--- config.mk ---
export PLATFORM = sky130hd
export DESIGN_NAME = small_curve_ecdsa_signer
export DESIGN_NICKNAME = d
export VERILOG_FILES = /design/src/rtl/core/sces_pkg.sv /design/src/rtl/core/small_curve_ecdsa_signer.sv /design/src/rtl/core/sces_alu.sv /design/src/rtl/core/sces_seq.sv
export SDC_FILE = /design/constraint.sdc
export NUM_CORES = 2
export LEC_CHECK = 0
export CAP_MARGIN = 40
export CORE_MARGIN = 5
export CORE_UTILIZATION = 40
export CTS_BUF_LIST = sky130_fd_sc_hd__clkbuf_2
export DETAILED_ROUTE_END_ITERATION = 6
export DONT_BUFFER_PORTS = 1
export PLACE_DENSITY_LB_ADDON = 0.2
export RECOVER_POWER = 25
export SYNTH_ARGS = -nofsm -noshare
export SYNTH_HDL_FRONTEND = slang
export SYNTH_SLANG_ARGS = --single-unit
--- constraint.sdc ---
create_clock -name clock -period 7.9 [get_ports clock]
set_clock_uncertainty 0.15 [all_clocks]
set_input_delay 1.185 -clock clock [delete_from_list [all_inputs] [get_ports clock]]
set_output_delay 1.185 -clock clock [all_outputs]
set_load 0.005 [all_outputs]
--- src/rtl/core/sces_pkg.sv ---
package sces_pkg;

   // Width of the group-order side of the signer
   localparam int GROUP_BITS = 16;
   localparam int FIELD_BITS_DEF = 16;

   // Register reset values
   localparam logic [GROUP_BITS-1:0] FIELD_PRIME_RST = 16'd11;
   localparam logic [GROUP_BITS-1:0] CURVE_A_RST     = 16'd1;
   localparam logic [GROUP_BITS-1:0] GROUP_ORDER_RST = 16'd13;
   localparam logic [GROUP_BITS-1:0] PRIVATE_KEY_RST = 16'd0;

   typedef enum logic [1:0] {
      CSR_FIELD_PRIME = 2'd0,
      CSR_CURVE_A     = 2'd1,
      CSR_GROUP_ORDER = 2'd2,
      CSR_PRIVATE_KEY = 2'd3
   } csr_idx_type;

   typedef enum logic {
      ALU_DIV = 1'b0,
      ALU_MUL = 1'b1
   } alu_op_type;

   typedef struct packed {
      logic       start;
      alu_op_type op;
   } alu_ctl_type;

   typedef enum logic [4:0] {
      S_IDLE,
      S_RED_X,
      S_RED_Y,
      S_RED_A,
      S_LOOP,
      S_DBL_SQ,
      S_DBL_N1,
      S_DBL_N2,
      S_DBL_N3,
      S_INV_CHK,
      S_INV_DIV,
      S_INV_MUL,
      S_ADD_LAM,
      S_ADD_X1,
      S_ADD_X2,
      S_ADD_X3,
      S_ADD_Y1,
      S_ADD_Y2,
      S_R_MOD,
      S_K_MOD,
      S_KINV_RET,
      S_H_STEP,
      S_H_MUL,
      S_H_SQR,
      S_KEY_MOD,
      S_KEY_MUL,
      S_S_SUM,
      S_S_MUL
   } state_type;

endpackage

--- src/rtl/core/small_curve_ecdsa_signer.sv ---
// Every modular multiply, every reduction and every Euclid division runs in the single shared
// bit-serial unit, which sets the rate.
// Throughput: one request at a time; a new request is taken once busy drops.
// The result strobe lasts one cycle and the receiver cannot stall it.
// Reset (synchronous, active high) returns to idle and loads p=11, a=1, q=13, key=0.
module small_curve_ecdsa_signer import sces_pkg::*; #(
   parameter int FIELD_BITS = FIELD_BITS_DEF
) (
   input  logic                  clock,
   input  logic                  reset,
   input  logic                  start,
   output logic                  busy,
   input  logic [FIELD_BITS-1:0] req_base_x,
   input  logic [FIELD_BITS-1:0] req_base_y,
   input  logic [GROUP_BITS-1:0] req_message,
   input  logic [GROUP_BITS-1:0] req_nonce,
   output logic                  rsp_valid,
   output logic [GROUP_BITS-1:0] rsp_sig_r,
   output logic [GROUP_BITS-1:0] rsp_sig_s,
   output logic                  rsp_retry_needed,
   input  logic                  csr_we,
   input  csr_idx_type           csr_index,
   input  logic [((FIELD_BITS > GROUP_BITS) ? FIELD_BITS : GROUP_BITS)-1:0] csr_wdata
);

   localparam int DW = (FIELD_BITS > GROUP_BITS) ? FIELD_BITS : GROUP_BITS;

   logic [FIELD_BITS-1:0] prime_ff, prime_in, ca_ff, ca_in;
   logic [GROUP_BITS-1:0] order_ff, order_in, key_ff, key_in;

   alu_ctl_type   alu_ctl;
   logic [DW-1:0] alu_a, alu_b, alu_m, alu_res, alu_quo;
   logic          alu_done;

   // Register file writes
   always_comb begin
      prime_in = prime_ff;
      ca_in    = ca_ff;
      order_in = order_ff;
      key_in   = key_ff;
      if (csr_we) begin
         unique case (csr_index)
            CSR_FIELD_PRIME: prime_in = csr_wdata[FIELD_BITS-1:0];
            CSR_CURVE_A:     ca_in    = csr_wdata[FIELD_BITS-1:0];
            CSR_GROUP_ORDER: order_in = csr_wdata[GROUP_BITS-1:0];
            CSR_PRIVATE_KEY: key_in   = csr_wdata[GROUP_BITS-1:0];
         endcase
      end
   end

   always_ff @(posedge clock) begin
      if (reset) begin
         prime_ff <= FIELD_BITS'(FIELD_PRIME_RST);
         ca_ff    <= FIELD_BITS'(CURVE_A_RST);
         order_ff <= GROUP_ORDER_RST;
         key_ff   <= PRIVATE_KEY_RST;
      end else begin
         prime_ff <= prime_in;
         ca_ff    <= ca_in;
         order_ff <= order_in;
         key_ff   <= key_in;
      end
   end

   sces_seq #(.FIELD_BITS(FIELD_BITS)) u_seq (
      .clock            (clock),
      .reset            (reset),
      .start            (start),
      .busy             (busy),
      .base_x           (req_base_x),
      .base_y           (req_base_y),
      .message          (req_message),
      .nonce            (req_nonce),
      .field_prime      (prime_ff),
      .curve_a          (ca_ff),
      .group_order      (order_ff),
      .private_key      (key_ff),
      .alu_ctl          (alu_ctl),
      .alu_a            (alu_a),
      .alu_b            (alu_b),
      .alu_m            (alu_m),
      .alu_done         (alu_done),
      .alu_res          (alu_res),
      .alu_quo          (alu_quo),
      .rsp_valid        (rsp_valid),
      .rsp_sig_r        (rsp_sig_r),
      .rsp_sig_s        (rsp_sig_s),
      .rsp_retry_needed (rsp_retry_needed)
   );

   sces_alu #(.FIELD_BITS(FIELD_BITS)) u_alu (
      .clock (clock),
      .reset (reset),
      .ctl   (alu_ctl),
      .opa   (alu_a),
      .opb   (alu_b),
      .opm   (alu_m),
      .done  (alu_done),
      .res   (alu_res),
      .quo   (alu_quo)
   );

`ifndef SYNTHESIS
   // A result only appears as the sequencer returns to idle
   a_rsp_idle: assert property (@(posedge clock) disable iff (reset)
      rsp_valid |-> !busy) else $error("result strobe while busy");

   // An accepted request always starts work
   a_start_busy: assert property (@(posedge clock) disable iff (reset)
      (start && !busy) |=> busy) else $error("request accepted but not busy");

   // One result per request: the strobe is never held or repeated
   a_rsp_pulse: assert property (@(posedge clock) disable iff (reset)
      rsp_valid |=> !rsp_valid) else $error("result strobe repeated");
`endif

endmodule

--- src/rtl/core/sces_alu.sv ---
module sces_alu import sces_pkg::*; #(
   parameter int FIELD_BITS = FIELD_BITS_DEF
) (
   input  logic                    clock,
   input  logic                    reset,
   input  alu_ctl_type             ctl,
   input  logic [((FIELD_BITS > GROUP_BITS) ? FIELD_BITS : GROUP_BITS)-1:0] opa,
   input  logic [((FIELD_BITS > GROUP_BITS) ? FIELD_BITS : GROUP_BITS)-1:0] opb,
   input  logic [((FIELD_BITS > GROUP_BITS) ? FIELD_BITS : GROUP_BITS)-1:0] opm,
   output logic                    done,
   output logic [((FIELD_BITS > GROUP_BITS) ? FIELD_BITS : GROUP_BITS)-1:0] res,
   output logic [((FIELD_BITS > GROUP_BITS) ? FIELD_BITS : GROUP_BITS)-1:0] quo
);

   localparam int DW = (FIELD_BITS > GROUP_BITS) ? FIELD_BITS : GROUP_BITS;
   localparam int CW = $clog2(DW);

   alu_op_type    op_ff, op_in;
   logic          run_ff, run_in;
   logic          done_ff, done_in;
   logic [CW-1:0] cnt_ff, cnt_in;
   logic [DW-1:0] acc_ff, acc_in;
   logic [DW-1:0] sh_ff, sh_in;
   logic [DW-1:0] a_ff, a_in;
   logic [DW-1:0] m_ff, m_in;

   logic [DW:0]   rem_w;
   logic [DW:0]   dbl_w;
   logic [DW:0]   sum_w;
   logic [DW-1:0] dbl_r;

   // One quotient bit or one multiplier bit per cycle, MSB first
   always_comb begin
      op_in   = op_ff;
      run_in  = run_ff;
      done_in = 1'b0;
      cnt_in  = cnt_ff;
      acc_in  = acc_ff;
      sh_in   = sh_ff;
      a_in    = a_ff;
      m_in    = m_ff;
      rem_w   = {acc_ff, sh_ff[DW-1]};
      dbl_w   = {acc_ff, 1'b0};
      dbl_r   = (dbl_w >= {1'b0, m_ff}) ? DW'(dbl_w - {1'b0, m_ff}) : dbl_w[DW-1:0];
      sum_w   = {1'b0, dbl_r} + (sh_ff[DW-1] ? {1'b0, a_ff} : '0);
      if (ctl.start) begin
         op_in  = ctl.op;
         run_in = 1'b1;
         cnt_in = CW'(DW - 1);
         acc_in = '0;
         sh_in  = (ctl.op == ALU_DIV) ? opa : opb;
         a_in   = opa;
         m_in   = opm;
      end else if (run_ff) begin
         unique case (op_ff)
            ALU_DIV: begin
               if (rem_w >= {1'b0, m_ff}) begin
                  acc_in = DW'(rem_w - {1'b0, m_ff});
                  sh_in  = {sh_ff[DW-2:0], 1'b1};
               end else begin
                  acc_in = rem_w[DW-1:0];
                  sh_in  = {sh_ff[DW-2:0], 1'b0};
               end
            end
            ALU_MUL: begin
               acc_in = (sum_w >= {1'b0, m_ff}) ? DW'(sum_w - {1'b0, m_ff})
                                                 : sum_w[DW-1:0];
               sh_in  = {sh_ff[DW-2:0], 1'b0};
            end
         endcase
         if (cnt_ff == '0) begin
            run_in  = 1'b0;
            done_in = 1'b1;
         end else begin
            cnt_in = cnt_ff - 1'b1;
         end
      end
   end

   always_ff @(posedge clock) begin
      if (reset) begin
         run_ff  <= 1'b0;
         done_ff <= 1'b0;
         op_ff   <= ALU_DIV;
      end else begin
         run_ff  <= run_in;
         done_ff <= done_in;
         op_ff   <= op_in;
      end
      cnt_ff <= cnt_in;
      acc_ff <= acc_in;
      sh_ff  <= sh_in;
      a_ff   <= a_in;
      m_ff   <= m_in;
   end

   assign done = done_ff;
   assign res  = acc_ff;
   assign quo  = sh_ff;

endmodule

--- src/rtl/core/sces_seq.sv ---
module sces_seq import sces_pkg::*; #(
   parameter int FIELD_BITS = FIELD_BITS_DEF
) (
   input  logic                  clock,
   input  logic                  reset,
   input  logic                  start,
   output logic                  busy,
   input  logic [FIELD_BITS-1:0] base_x,
   input  logic [FIELD_BITS-1:0] base_y,
   input  logic [GROUP_BITS-1:0] message,
   input  logic [GROUP_BITS-1:0] nonce,
   input  logic [FIELD_BITS-1:0] field_prime,
   input  logic [FIELD_BITS-1:0] curve_a,
   input  logic [GROUP_BITS-1:0] group_order,
   input  logic [GROUP_BITS-1:0] private_key,
   output alu_ctl_type           alu_ctl,
   output logic [((FIELD_BITS > GROUP_BITS) ? FIELD_BITS : GROUP_BITS)-1:0] alu_a,
   output logic [((FIELD_BITS > GROUP_BITS) ? FIELD_BITS : GROUP_BITS)-1:0] alu_b,
   output logic [((FIELD_BITS > GROUP_BITS) ? FIELD_BITS : GROUP_BITS)-1:0] alu_m,
   input  logic                  alu_done,
   input  logic [((FIELD_BITS > GROUP_BITS) ? FIELD_BITS : GROUP_BITS)-1:0] alu_res,
   input  logic [((FIELD_BITS > GROUP_BITS) ? FIELD_BITS : GROUP_BITS)-1:0] alu_quo,
   output logic                  rsp_valid,
   output logic [GROUP_BITS-1:0] rsp_sig_r,
   output logic [GROUP_BITS-1:0] rsp_sig_s,
   output logic                  rsp_retry_needed
);

   localparam int DW = (FIELD_BITS > GROUP_BITS) ? FIELD_BITS : GROUP_BITS;

   state_type state_ff, state_in;
   state_type ret_ff, ret_in;

   logic [DW-1:0] ax_ff, ax_in, ay_ff, ay_in, ca_ff, ca_in;
   logic [DW-1:0] px_ff, px_in, py_ff, py_in;
   logic [DW-1:0] num_ff, num_in, tmp_ff, tmp_in, lam_ff, lam_in;
   logic [DW-1:0] r0_ff, r0_in, r1_ff, r1_in, t0_ff, t0_in, t1_ff, t1_in;
   logic [DW-1:0] iq_ff, iq_in, mod_ff, mod_in;
   logic [DW-1:0] rr_ff, rr_in, kinv_ff, kinv_in, hres_ff, hres_in, hbase_ff, hbase_in;
   logic [GROUP_BITS-1:0] k_ff, k_in, cnt_ff, cnt_in, e_ff, e_in;
   logic pinf_ff, pinf_in, ok_ff, ok_in, wait_ff, wait_in;
   logic v_ff, v_in, f_ff, f_in;
   logic [GROUP_BITS-1:0] ro_ff, ro_in, so_ff, so_in;

   logic [DW-1:0] pw, qw;
   logic          use_alu;
   logic          done_now;
   logic          p_ok, q_ok;

   function automatic logic [DW-1:0] mod_add(input logic [DW-1:0] x, input logic [DW-1:0] y,
                                             input logic [DW-1:0] m);
      logic [DW:0] s;
      s = {1'b0, x} + {1'b0, y};
      if (s >= {1'b0, m})
         s = s - {1'b0, m};
      return s[DW-1:0];
   endfunction

   function automatic logic [DW-1:0] mod_sub(input logic [DW-1:0] x, input logic [DW-1:0] y,
                                             input logic [DW-1:0] m);
      return (x >= y) ? x - y : x - y + m;
   endfunction

   assign pw       = DW'(field_prime);
   assign qw       = DW'(group_order);
   assign p_ok     = (pw >= DW'(2));
   assign q_ok     = (qw >= DW'(2));
   assign done_now = wait_ff && alu_done;

   // Next state
   always_comb begin
      state_in = state_ff;
      unique case (state_ff)
         S_IDLE:
            if (start)
               state_in = (p_ok && nonce != '0) ? S_RED_X : S_LOOP;
         S_RED_X:  if (done_now) state_in = S_RED_Y;
         S_RED_Y:  if (done_now) state_in = S_RED_A;
         S_RED_A:  if (done_now) state_in = S_LOOP;
         S_LOOP: begin
            priority if (cnt_ff == k_ff)
               state_in = !q_ok ? S_IDLE : (pinf_ff ? S_K_MOD : S_R_MOD);
            else if (pinf_ff)
               state_in = S_LOOP;
            else if (px_ff == ax_ff)
               state_in = (py_ff != ay_ff) ? S_LOOP : S_DBL_SQ;
            else
               state_in = S_INV_CHK;
         end
         S_DBL_SQ:  if (done_now) state_in = S_DBL_N1;
         S_DBL_N1:  state_in = S_DBL_N2;
         S_DBL_N2:  state_in = S_DBL_N3;
         S_DBL_N3:  state_in = S_INV_CHK;
         S_INV_CHK: state_in = (r1_ff == '0) ? ret_ff : S_INV_DIV;
         S_INV_DIV: if (done_now) state_in = (alu_res == '0) ? ret_ff : S_INV_MUL;
         S_INV_MUL: if (done_now) state_in = S_INV_DIV;
         S_ADD_LAM: begin
            if (!ok_ff)
               state_in = S_LOOP;
            else if (done_now)
               state_in = S_ADD_X1;
         end
         S_ADD_X1:   if (done_now) state_in = S_ADD_X2;
         S_ADD_X2:   state_in = S_ADD_X3;
         S_ADD_X3:   state_in = S_ADD_Y1;
         S_ADD_Y1:   if (done_now) state_in = S_ADD_Y2;
         S_ADD_Y2:   state_in = S_LOOP;
         S_R_MOD:    if (done_now) state_in = S_K_MOD;
         S_K_MOD:    if (done_now) state_in = S_INV_CHK;
         S_KINV_RET: state_in = S_H_STEP;
         S_H_STEP: begin
            priority if (e_ff == '0)
               state_in = S_KEY_MOD;
            else if (e_ff[0])
               state_in = S_H_MUL;
            else
               state_in = S_H_SQR;
         end
         S_H_MUL:   if (done_now) state_in = S_H_SQR;
         S_H_SQR:   if (done_now) state_in = S_H_STEP;
         S_KEY_MOD: if (done_now) state_in = S_KEY_MUL;
         S_KEY_MUL: if (done_now) state_in = S_S_SUM;
         S_S_SUM:   state_in = S_S_MUL;
         S_S_MUL:   if (done_now) state_in = S_IDLE;
         default:   state_in = S_IDLE;
      endcase
   end

   // Datapath and unit control
   always_comb begin
      ret_in = ret_ff;
      ax_in = ax_ff; ay_in = ay_ff; ca_in = ca_ff;
      px_in = px_ff; py_in = py_ff;
      num_in = num_ff; tmp_in = tmp_ff; lam_in = lam_ff;
      r0_in = r0_ff; r1_in = r1_ff; t0_in = t0_ff; t1_in = t1_ff;
      iq_in = iq_ff; mod_in = mod_ff;
      rr_in = rr_ff; kinv_in = kinv_ff; hres_in = hres_ff; hbase_in = hbase_ff;
      k_in = k_ff; cnt_in = cnt_ff; e_in = e_ff;
      pinf_in = pinf_ff; ok_in = ok_ff;
      v_in = 1'b0; f_in = f_ff; ro_in = ro_ff; so_in = so_ff;
      use_alu = 1'b0;
      alu_ctl.op = ALU_DIV;
      alu_a = '0;
      alu_b = '0;
      alu_m = pw;
      unique case (state_ff)
         S_IDLE: begin
            if (start) begin
               ax_in = DW'(base_x);
               ay_in = DW'(base_y);
               k_in  = nonce;
               e_in  = message;
               if (p_ok && nonce != '0) begin
                  cnt_in  = GROUP_BITS'(1);
                  pinf_in = 1'b0;
               end else begin
                  cnt_in  = nonce;
                  pinf_in = 1'b1;
               end
            end
         end
         // Reduce the base point and coefficient into the field
         S_RED_X: begin
            use_alu = 1'b1;
            alu_a = ax_ff;
            if (done_now) ax_in = alu_res;
         end
         S_RED_Y: begin
            use_alu = 1'b1;
            alu_a = ay_ff;
            if (done_now) ay_in = alu_res;
         end
         S_RED_A: begin
            use_alu = 1'b1;
            alu_a = DW'(curve_a);
            if (done_now) begin
               ca_in = alu_res;
               px_in = ax_ff;
               py_in = ay_ff;
            end
         end
         // Pick the next point operation or leave for the scalar side (or for idle if q < 2)
         S_LOOP: begin
            priority if (cnt_ff == k_ff) begin
               if (!q_ok) begin
                  v_in  = 1'b1;
                  ro_in = '0;
                  so_in = '0;
                  f_in  = 1'b1;
               end else if (pinf_ff) begin
                  rr_in = '0;
               end
            end else if (pinf_ff) begin
               px_in   = ax_ff;
               py_in   = ay_ff;
               pinf_in = 1'b0;
               cnt_in  = cnt_ff + 1'b1;
            end else if (px_ff == ax_ff) begin
               if (py_ff != ay_ff) begin
                  pinf_in = 1'b1;
                  cnt_in  = cnt_ff + 1'b1;
               end
            end else begin
               num_in = mod_sub(ay_ff, py_ff, pw);
               r0_in  = pw;
               r1_in  = mod_sub(ax_ff, px_ff, pw);
               t0_in  = '0;
               t1_in  = DW'(1);
               mod_in = pw;
               ret_in = S_ADD_LAM;
            end
         end
         // Tangent slope numerator 3x^2 + a
         S_DBL_SQ: begin
            use_alu = 1'b1;
            alu_ctl.op = ALU_MUL;
            alu_a = px_ff;
            alu_b = px_ff;
            if (done_now) tmp_in = alu_res;
         end
         S_DBL_N1: num_in = mod_add(tmp_ff, tmp_ff, pw);
         S_DBL_N2: num_in = mod_add(num_ff, tmp_ff, pw);
         S_DBL_N3: begin
            num_in = mod_add(num_ff, ca_ff, pw);
            r0_in  = pw;
            r1_in  = mod_add(py_ff, py_ff, pw);
            t0_in  = '0;
            t1_in  = DW'(1);
            mod_in = pw;
            ret_in = S_ADD_LAM;
         end
         // Extended Euclid with the cofactor kept reduced
         S_INV_CHK: begin
            if (r1_ff == '0) ok_in = 1'b0;
         end
         S_INV_DIV: begin
            use_alu = 1'b1;
            alu_a = r0_ff;
            alu_m = r1_ff;
            if (done_now) begin
               r0_in = r1_ff;
               r1_in = alu_res;
               iq_in = alu_quo;
               if (alu_res == '0) begin
                  ok_in = (r1_ff == DW'(1));
                  t0_in = t1_ff;
               end
            end
         end
         S_INV_MUL: begin
            use_alu = 1'b1;
            alu_ctl.op = ALU_MUL;
            alu_a = t1_ff;
            alu_b = iq_ff;
            alu_m = mod_ff;
            if (done_now) begin
               t0_in = t1_ff;
               t1_in = mod_sub(t0_ff, alu_res, mod_ff);
            end
         end
         S_ADD_LAM: begin
            if (!ok_ff) begin
               pinf_in = 1'b1;
               cnt_in  = cnt_ff + 1'b1;
            end else begin
               use_alu = 1'b1;
               alu_ctl.op = ALU_MUL;
               alu_a = num_ff;
               alu_b = t0_ff;
               if (done_now) lam_in = alu_res;
            end
         end
         S_ADD_X1: begin
            use_alu = 1'b1;
            alu_ctl.op = ALU_MUL;
            alu_a = lam_ff;
            alu_b = lam_ff;
            if (done_now) tmp_in = alu_res;
         end
         S_ADD_X2: tmp_in = mod_sub(tmp_ff, px_ff, pw);
         S_ADD_X3: tmp_in = mod_sub(tmp_ff, ax_ff, pw);
         S_ADD_Y1: begin
            use_alu = 1'b1;
            alu_ctl.op = ALU_MUL;
            alu_a = lam_ff;
            alu_b = mod_sub(px_ff, tmp_ff, pw);
            if (done_now) num_in = alu_res;
         end
         S_ADD_Y2: begin
            py_in  = mod_sub(num_ff, py_ff, pw);
            px_in  = tmp_ff;
            cnt_in = cnt_ff + 1'b1;
         end
         // Scalar side, all mod q
         S_R_MOD: begin
            use_alu = 1'b1;
            alu_a = px_ff;
            alu_m = qw;
            if (done_now) rr_in = alu_res;
         end
         S_K_MOD: begin
            use_alu = 1'b1;
            alu_a = DW'(k_ff);
            alu_m = qw;
            if (done_now) begin
               r0_in  = qw;
               r1_in  = alu_res;
               t0_in  = '0;
               t1_in  = DW'(1);
               mod_in = qw;
               ret_in = S_KINV_RET;
            end
         end
         S_KINV_RET: begin
            kinv_in  = ok_ff ? t0_ff : '0;
            hres_in  = DW'(1);
            hbase_in = (qw == DW'(2)) ? '0 : DW'(2);
         end
         S_H_STEP: ;
         S_H_MUL: begin
            use_alu = 1'b1;
            alu_ctl.op = ALU_MUL;
            alu_a = hres_ff;
            alu_b = hbase_ff;
            alu_m = qw;
            if (done_now) hres_in = alu_res;
         end
         S_H_SQR: begin
            use_alu = 1'b1;
            alu_ctl.op = ALU_MUL;
            alu_a = hbase_ff;
            alu_b = hbase_ff;
            alu_m = qw;
            if (done_now) begin
               hbase_in = alu_res;
               e_in     = e_ff >> 1;
            end
         end
         S_KEY_MOD: begin
            use_alu = 1'b1;
            alu_a = DW'(private_key);
            alu_m = qw;
            if (done_now) tmp_in = alu_res;
         end
         S_KEY_MUL: begin
            use_alu = 1'b1;
            alu_ctl.op = ALU_MUL;
            alu_a = tmp_ff;
            alu_b = rr_ff;
            alu_m = qw;
            if (done_now) tmp_in = alu_res;
         end
         S_S_SUM: tmp_in = mod_add(hres_ff, tmp_ff, qw);
         S_S_MUL: begin
            use_alu = 1'b1;
            alu_ctl.op = ALU_MUL;
            alu_a = kinv_ff;
            alu_b = tmp_ff;
            alu_m = qw;
            if (done_now) begin
               v_in  = 1'b1;
               ro_in = rr_ff[GROUP_BITS-1:0];
               so_in = alu_res[GROUP_BITS-1:0];
               f_in  = (rr_ff == '0) || (alu_res == '0);
            end
         end
         default: ;
      endcase
      alu_ctl.start = use_alu && !wait_ff;
      wait_in       = use_alu && !done_now;
   end

   always_ff @(posedge clock) begin
      if (reset) begin
         state_ff <= S_IDLE;
         wait_ff  <= 1'b0;
         v_ff     <= 1'b0;
      end else begin
         state_ff <= state_in;
         wait_ff  <= wait_in;
         v_ff     <= v_in;
      end
      ret_ff <= ret_in;
      ax_ff <= ax_in; ay_ff <= ay_in; ca_ff <= ca_in;
      px_ff <= px_in; py_ff <= py_in;
      num_ff <= num_in; tmp_ff <= tmp_in; lam_ff <= lam_in;
      r0_ff <= r0_in; r1_ff <= r1_in; t0_ff <= t0_in; t1_ff <= t1_in;
      iq_ff <= iq_in; mod_ff <= mod_in;
      rr_ff <= rr_in; kinv_ff <= kinv_in; hres_ff <= hres_in; hbase_ff <= hbase_in;
      k_ff <= k_in; cnt_ff <= cnt_in; e_ff <= e_in;
      pinf_ff <= pinf_in; ok_ff <= ok_in;
      f_ff <= f_in; ro_ff <= ro_in; so_ff <= so_in;
   end

   assign busy             = (state_ff != S_IDLE);
   assign rsp_valid        = v_ff;
   assign rsp_sig_r        = ro_ff;
   assign rsp_sig_s        = so_ff;
   assign rsp_retry_needed = f_ff;

endmodule
# ---- Word level (Yosys, flattened, before mapping)
# Index checks and enable logic that the tools add are counted.
dict set report totals {
  out_inout_bits 35
  ff_bits 518
  input_bits 86
}
dict set report classes {
  eq_ne 66
  add_sub_neg 30
  n_reduce_logical 72
  n_mux 155
  n_lt_le_gt_ge 17
  bitwise 3
}
# operator n
set op_table {}
lappend op_table {{two-way mux 16 bit} 68}
lappend op_table {{one-hot mux 16 bit (2 select lines)} 10}
lappend op_table {{one-hot mux 16 bit (4 select lines)} 4}
lappend op_table {{one-hot mux 16 bit (3 select lines)} 5}
lappend op_table {{subtractor 16 bit} 15}
lappend op_table {{one-hot mux 16 bit (14 select lines)} 1}
lappend op_table {{one-hot mux 16 bit (5 select lines)} 2}
lappend op_table {{two-way mux 5 bit} 29}
lappend op_table {{one-hot mux 5 bit (28 select lines)} 1}
lappend op_table {{>= comparator 17 x 16 -> 1 bit} 8}
lappend op_table {{one-hot mux 16 bit (8 select lines)} 1}
lappend op_table {{adder 16 bit} 7}
lappend op_table {{>= comparator 16 bit} 7}
lappend op_table {{adder 16 x 16 -> 17 bit} 6}
lappend op_table {{zero test 16 bit} 4}
lappend op_table {{equality test 5 bit, second input constant} 12}
lappend op_table {{inequality test 2 x 1 -> 1 bit, second input constant} 22}
lappend op_table {{equality test 5 x 4 -> 1 bit, second input constant} 8}
lappend op_table {{equality test 16 bit} 2}
lappend op_table {{>= comparator 16 x 2 -> 1 bit, second input constant} 2}
lappend op_table {{two-way mux 1 bit} 25}
lappend op_table {{AND reduction 2 bit} 11}
lappend op_table {{equality test 5 x 3 -> 1 bit, second input constant} 4}
lappend op_table {{AND reduction 5 bit} 4}
lappend op_table {{40 further kinds} 85}

# ---- Logic depth before layout (Yosys ltp)
dict set report logic_depth {
  ltp_word 7
  ltp_mapped 32
  depth_no_buf 30
}

# ---- Cells and area by module
# From an unflattened synthesis, not the netlist that was laid out.
dict set report hier_totals {
  hier_cells 4962
  area_unflattened_um2 43937.1
}
# module seq_area_each_um2 n_inst area_per_inst_um2 cells_each
set modules_own_cells {}
lappend modules_own_cells {sces_seq 11340.9 1 35353.9 4045}
lappend modules_own_cells {sces_alu 1901.8 1 6037.0 684}
lappend modules_own_cells {small_curve_ecdsa_signer 1281.2 1 2546.2 233}

# ---- Worst setup path after synthesis
# OpenSTA, ideal clock, no wires.
dict set report synth_timing {
  path_type {reg2reg}
  start {register u_alu.m_ff[1]}
  end {register u_alu.acc_ff[14] (netlist: u_alu.res[14])}
  setup_slack_ps 1647
  t_arrival_ps 5910
  setup_time_ps 193
  synth_period_minus_slack_ps 6253
  stages_incl_launch_ff 31
  t_required_ps 7557
  cell_sequence {edfxtp_1 > inv_1 > ha_1 > nor2b_1 > o21ai_0 > a21boi_0 > o21ai_0 > a21boi_0 > a21oi_1 > o211ai_1 > clkbuf_1 > and2_1 > ha_1 > inv_1 > fa_1 > and3b_1 > o221ai_1 > a21oi_1 > and2_1 > o21ai_0 > a21oi_1 > xor2_1 > ha_1 > a21oi_1 > or3b_2 > o22ai_1 > a22o_1 > nor2_2 > or4_1 > o2111ai_1 > a21oi_1}
}
dict set report synth_between {
  elab_chain_len 6
  elab_cells_between_ends 11
  cone_classes {add/sub: 4; order compare: 3; mux: 4}
}
# element line
set synth_lines {}
lappend synth_lines {{from (decl)} sces_alu.sv:25} ;# logic [DW-1:0] m_ff, m_in;
lappend synth_lines {{from (signal assigned)} sces_alu.sv:94} ;# m_ff <= m_in;
lappend synth_lines {{subtractor 16 bit or >= comparator 17 x 16 -> 1 bit (tied branches)} sces_alu.sv:44} ;# dbl_r = (dbl_w >= {1'b0, m_ff}) ? DW'(dbl_w - {1'b0, m_ff}) : dbl_w[DW-1:0];
lappend synth_lines {{two-way mux 16 bit} sces_alu.sv:44}
lappend synth_lines {{adder 16 x 16 -> 17 bit} sces_alu.sv:45} ;# sum_w = {1'b0, dbl_r} + (sh_ff[DW-1] ? {1'b0, a_ff} : '0);
lappend synth_lines {{subtractor 16 bit or >= comparator 17 x 16 -> 1 bit (tied branches)} sces_alu.sv:66} ;# acc_in = (sum_w >= {1'b0, m_ff}) ? DW'(sum_w - {1'b0, m_ff})
lappend synth_lines {{two-way mux 16 bit} sces_alu.sv:66}
lappend synth_lines {{one-hot mux 16 bit (2 select lines) *} sces_alu.sv:55} ;# unique case (op_ff)
lappend synth_lines {{to (signal assigned)} sces_alu.sv:91} ;# acc_ff <= acc_in;
lappend synth_lines {{to (decl)} sces_alu.sv:22} ;# logic [DW-1:0] acc_ff, acc_in;
# Mark *: on every way between the ends. The rest lies on a longest branch, timed or not.
# A chain may end at the register's enable or synchronous reset.

# ---- Final worst setup path
dict set report layout_timing {
  start {register u_alu.m_ff[1]}
  end {register u_alu.acc_ff[0] (netlist: u_alu.res[0])}
}
dict set report layout_between {
  elab_chain_len 6
  elab_cells_between_ends 10
  cone_classes {add/sub: 3; order compare: 3; mux: 4}
}
# element line
set layout_lines {}
lappend layout_lines {{>= comparator 17 x 16 -> 1 bit or subtractor 16 bit (tied branches)} sces_alu.sv:44}
lappend layout_lines {{two-way mux 16 bit} sces_alu.sv:44}
lappend layout_lines {{adder 16 x 16 -> 17 bit} sces_alu.sv:45}
lappend layout_lines {{subtractor 16 bit or >= comparator 17 x 16 -> 1 bit (tied branches)} sces_alu.sv:66}
lappend layout_lines {{two-way mux 16 bit} sces_alu.sv:66}
lappend layout_lines {{one-hot mux 16 bit (2 select lines) *} sces_alu.sv:55}
# Marks and branches as above.

==> out/qor.yml <==
dieArea_um2: 116000
post-route-util: 0.4420
areaGrowthSynthToFinish_pct: 9.891
drive_gt1_frac: 0.09864
first_iter_violations: 5646
gp_congestion: 1.040
core.rowCount: 121
grt_use_met1: 0.4292
ctsHtreeMaxLevel: 4
synth-seq-cells: 515
crit_fanout: 31
grt_use_total: 0.3310
leakage_nw: 19.09
synth-main-ff-cell: "edfxtp_1"
pin_count: 121
core_um2: 108700
dpl.hpwl_um: 152200
place_ws_ns: 0.6772
hold_viol: 0
dieHeight_um: 340.6
antenna_left: 0
drv_slew: 332
synthArstFlopShare: 0
crit_type: "flip-flop to flip-flop"
wl_per_cell_um: 30.17
max_stage_delay_ns: 0.40
via_count: 42098
yosysWarnings: 0
path_clk_slew_ns: 0.10
cts_buffer_depth: 3
overflow: 0
numPlacedInstances: 6289
netlist_area_um2: 43720
cts_tree: "yes"
yosysSeqAreaShare: 0.3322
port_buffers: 0
top_usage_layer: "met2"
cp.arrival_ns: 8.37
setup_ws_ns: 0.7471
dr.pass1.iters: 7
status: "complete, but fails checks"
gr-usage-met2: 0.4807
antenna_found_initial: 20
failed_checks: "design-rule violations, max-capacitance violations, max-slew violations"
grt_max_degree: 75
tns_ns: 0
die_w_um: 340.6
synth_fp_nets: 5469
vdd_drop_max_mv: 0.2509
start_util: 0.4022
grt_pass1_vias: 38597
grt_pass1_wl_um: 279200
nets: 5631
stdcell_count: 6666
synthCells: 4961
cp_slowest_cell: "fa_1"
worst_slew_pin_slew_ns: 3.809
grt_use_met3: 0.09886
rsz0062_at_grt: "no"
cts_setup_buffers: 0
setup_viol: 0
worstPathRequired_ns: 9.11
synth_top_area_frac: 0.2892
min_period_over_period: 0.9054
synthDistinctLibCells: 112
cp_common_cell: "a21oi_1"
vias_per_cell: 6.315
max_cap_violations: 18
wl_um: 201100
cp-start-kind: "flip-flop"
hold_class: "input pin to flip-flop"
syn_area_per_cell_um2: 8.812
cp-end-kind: "flip-flop"
p_total_mw: 15.75
fmax_ghz: 0.1398
clk_latency_ns: 1.49
slew_headroom: -1.539
cts.sinks: 515
cts-root-buf: "clkbuf_2"
synth.area.top_cells: "edfxtp_1 29%, ha_1 11%, a21oi_1 4.9%"
numCtsBuffers: 148
yosysTopAreaCell: "edfxtp_1"
synth_edf_count: 421
drc: 18
p_per_area_nw_per_um2: 327.8
min_period_ns: 7.153
## worst max-delay path, delay by kind of cell (launching register included)
family / cells / cell delay (ns)
compound gates: 16 / 2.92
xor+xnor: 1 / 0.23
fa+ha+maj: 4 / 1.26
buf+inv: 4 / 0.80
flops: 1 / 0.39
mux: 1 / 0.23
simple gates: 5 / 1.09
## logic make-up after synthesis
logic type / count (synthesis) / synth area share
AO/OA/AOI/OAI: 1452 / 0.2198
multiplexers: 130 / 0.03188
adder cells (fa/ha/maj): 422 / 0.1252
XOR/XNOR: 357 / 0.07187
flip-flops: 515 / 0.3322
buffers and inverters: 469 / 0.04511
AND/OR/NAND/NOR: 1616 / 0.1738
## Yosys cell counts (67+ instances only)
cell	n
a21o_1	93
clkbuf_1	134
nand3_1	151
nand2_1	488
a22oi_1	115
edfxtp_1	421
xor2_1	139
ha_1	396
and2_1	67
a21oi_1	425
dfxtp_1	94
mux2i_1	71
o21ai_0	270
nor3_1	139
nor2_1	427
xnor2_1	217
inv_1	246
## repair_timing
| action | 4_1_cts | 5_1_grt |
|---|---|---|
| hold buffers | 96 | 0 |
| endpoints found under the setup margin | 0 | 1 |
| endpoints found under the hold margin | 156 | 0 |
| resized for setup | 0 | 2 |
## metal layers
metal / share of wire / wire length [um] / up-vias
met5: 0.0011 / 223 / -
met4: 0.077 / 15390 / 12
met3: 0.12 / 23900 / 660
met2: 0.41 / 82610 / 2641
met1: 0.39 / 78990 / 19932
li1: - / - / 18853
## final timing paths
check	startpoint	to	slack [ns]	cells past startpoint
max	u_alu.m_ff[1]	u_alu.res[0]	0.75	31
min	csr_index[1]	key_ff[0]	0.13	3
max reg2reg	u_alu.m_ff[1]	u_alu.res[0]	0.75	31
min reg2reg	u_alu.quo[9]	u_seq.iq_ff[9]	0.26	0
## metrics by stage
stage               cell area (um2)  hold slack, ns
finish                        48040          0.1296
global route                  48000         0.08515
CTS                           48090        0.009738
detailed placement            45680          0.2857
global placement              45410          0.2817
floorplan                     43720          0.2762
## final cells by class
type                       count  area [um2]
tap                         1414        1769
clock buffer                 210        1051
sequential                   515       14530
clock inverter                48       377.9
inverter                     249       934.6
timing repair buffer         232        1999
fill                       10830       60660
antenna                       21       52.55
multi-input combinational   3977       27330
## power breakdown
part	switching (mW)	total [mW]	internal, mW
registers	0.533	4.08	3.55
logic	5.94	9.43	3.49
clock network	1.36	2.24	0.879
total	7.83	15.7	7.92
## placed cells by master (no fill, tap or decap), types with 21 or more instances in the layout
| cell | synthesis | final |
|---|---|---|
| nand2_1 | 488 | 488 |
| a21oi_1 | 425 | 423 |
| edfxtp_1 | 421 | 421 |
| nor2_1 | 427 | 419 |
| ha_1 | 396 | 396 |
| o21ai_0 | 270 | 269 |
| inv_1 | 246 | 246 |
| xnor2_1 | 217 | 217 |
| clkbuf_2 | 1 | 210 |
| nand3_1 | 151 | 150 |
| xor2_1 | 139 | 139 |
| nor3_1 | 139 | 137 |
| a22oi_1 | 115 | 115 |
| buf_4 | 8 | 98 |
| dlygate4sd3_1 | 0 | 95 |
| a21o_1 | 93 | 93 |
| dfxtp_1 | 94 | 93 |
| mux2i_1 | 71 | 71 |
| nor2b_1 | 53 | 53 |
| mux2_2 | 53 | 53 |
| and2_1 | 67 | 52 |
| o21a_1 | 50 | 50 |
| and3_1 | 49 | 49 |
| o21bai_1 | 48 | 48 |
| nand4_1 | 47 | 47 |
| nor4_1 | 45 | 44 |
| a221oi_1 | 42 | 41 |
| o211ai_1 | 40 | 40 |
| nand2b_1 | 35 | 34 |
| a211oi_1 | 36 | 34 |
| a222oi_1 | 34 | 34 |
| a31oi_1 | 30 | 30 |
| or3_1 | 26 | 26 |
| fa_1 | 26 | 26 |
| clkbuf_1 | 134 | 24 |
| o21ai_1 | 22 | 23 |
| or2_2 | 23 | 23 |
| clkinv_1 | 1 | 23 |
| o31ai_1 | 22 | 22 |
| diode_2 | 0 | 21 |
Power figures use the tool's default switching activity.
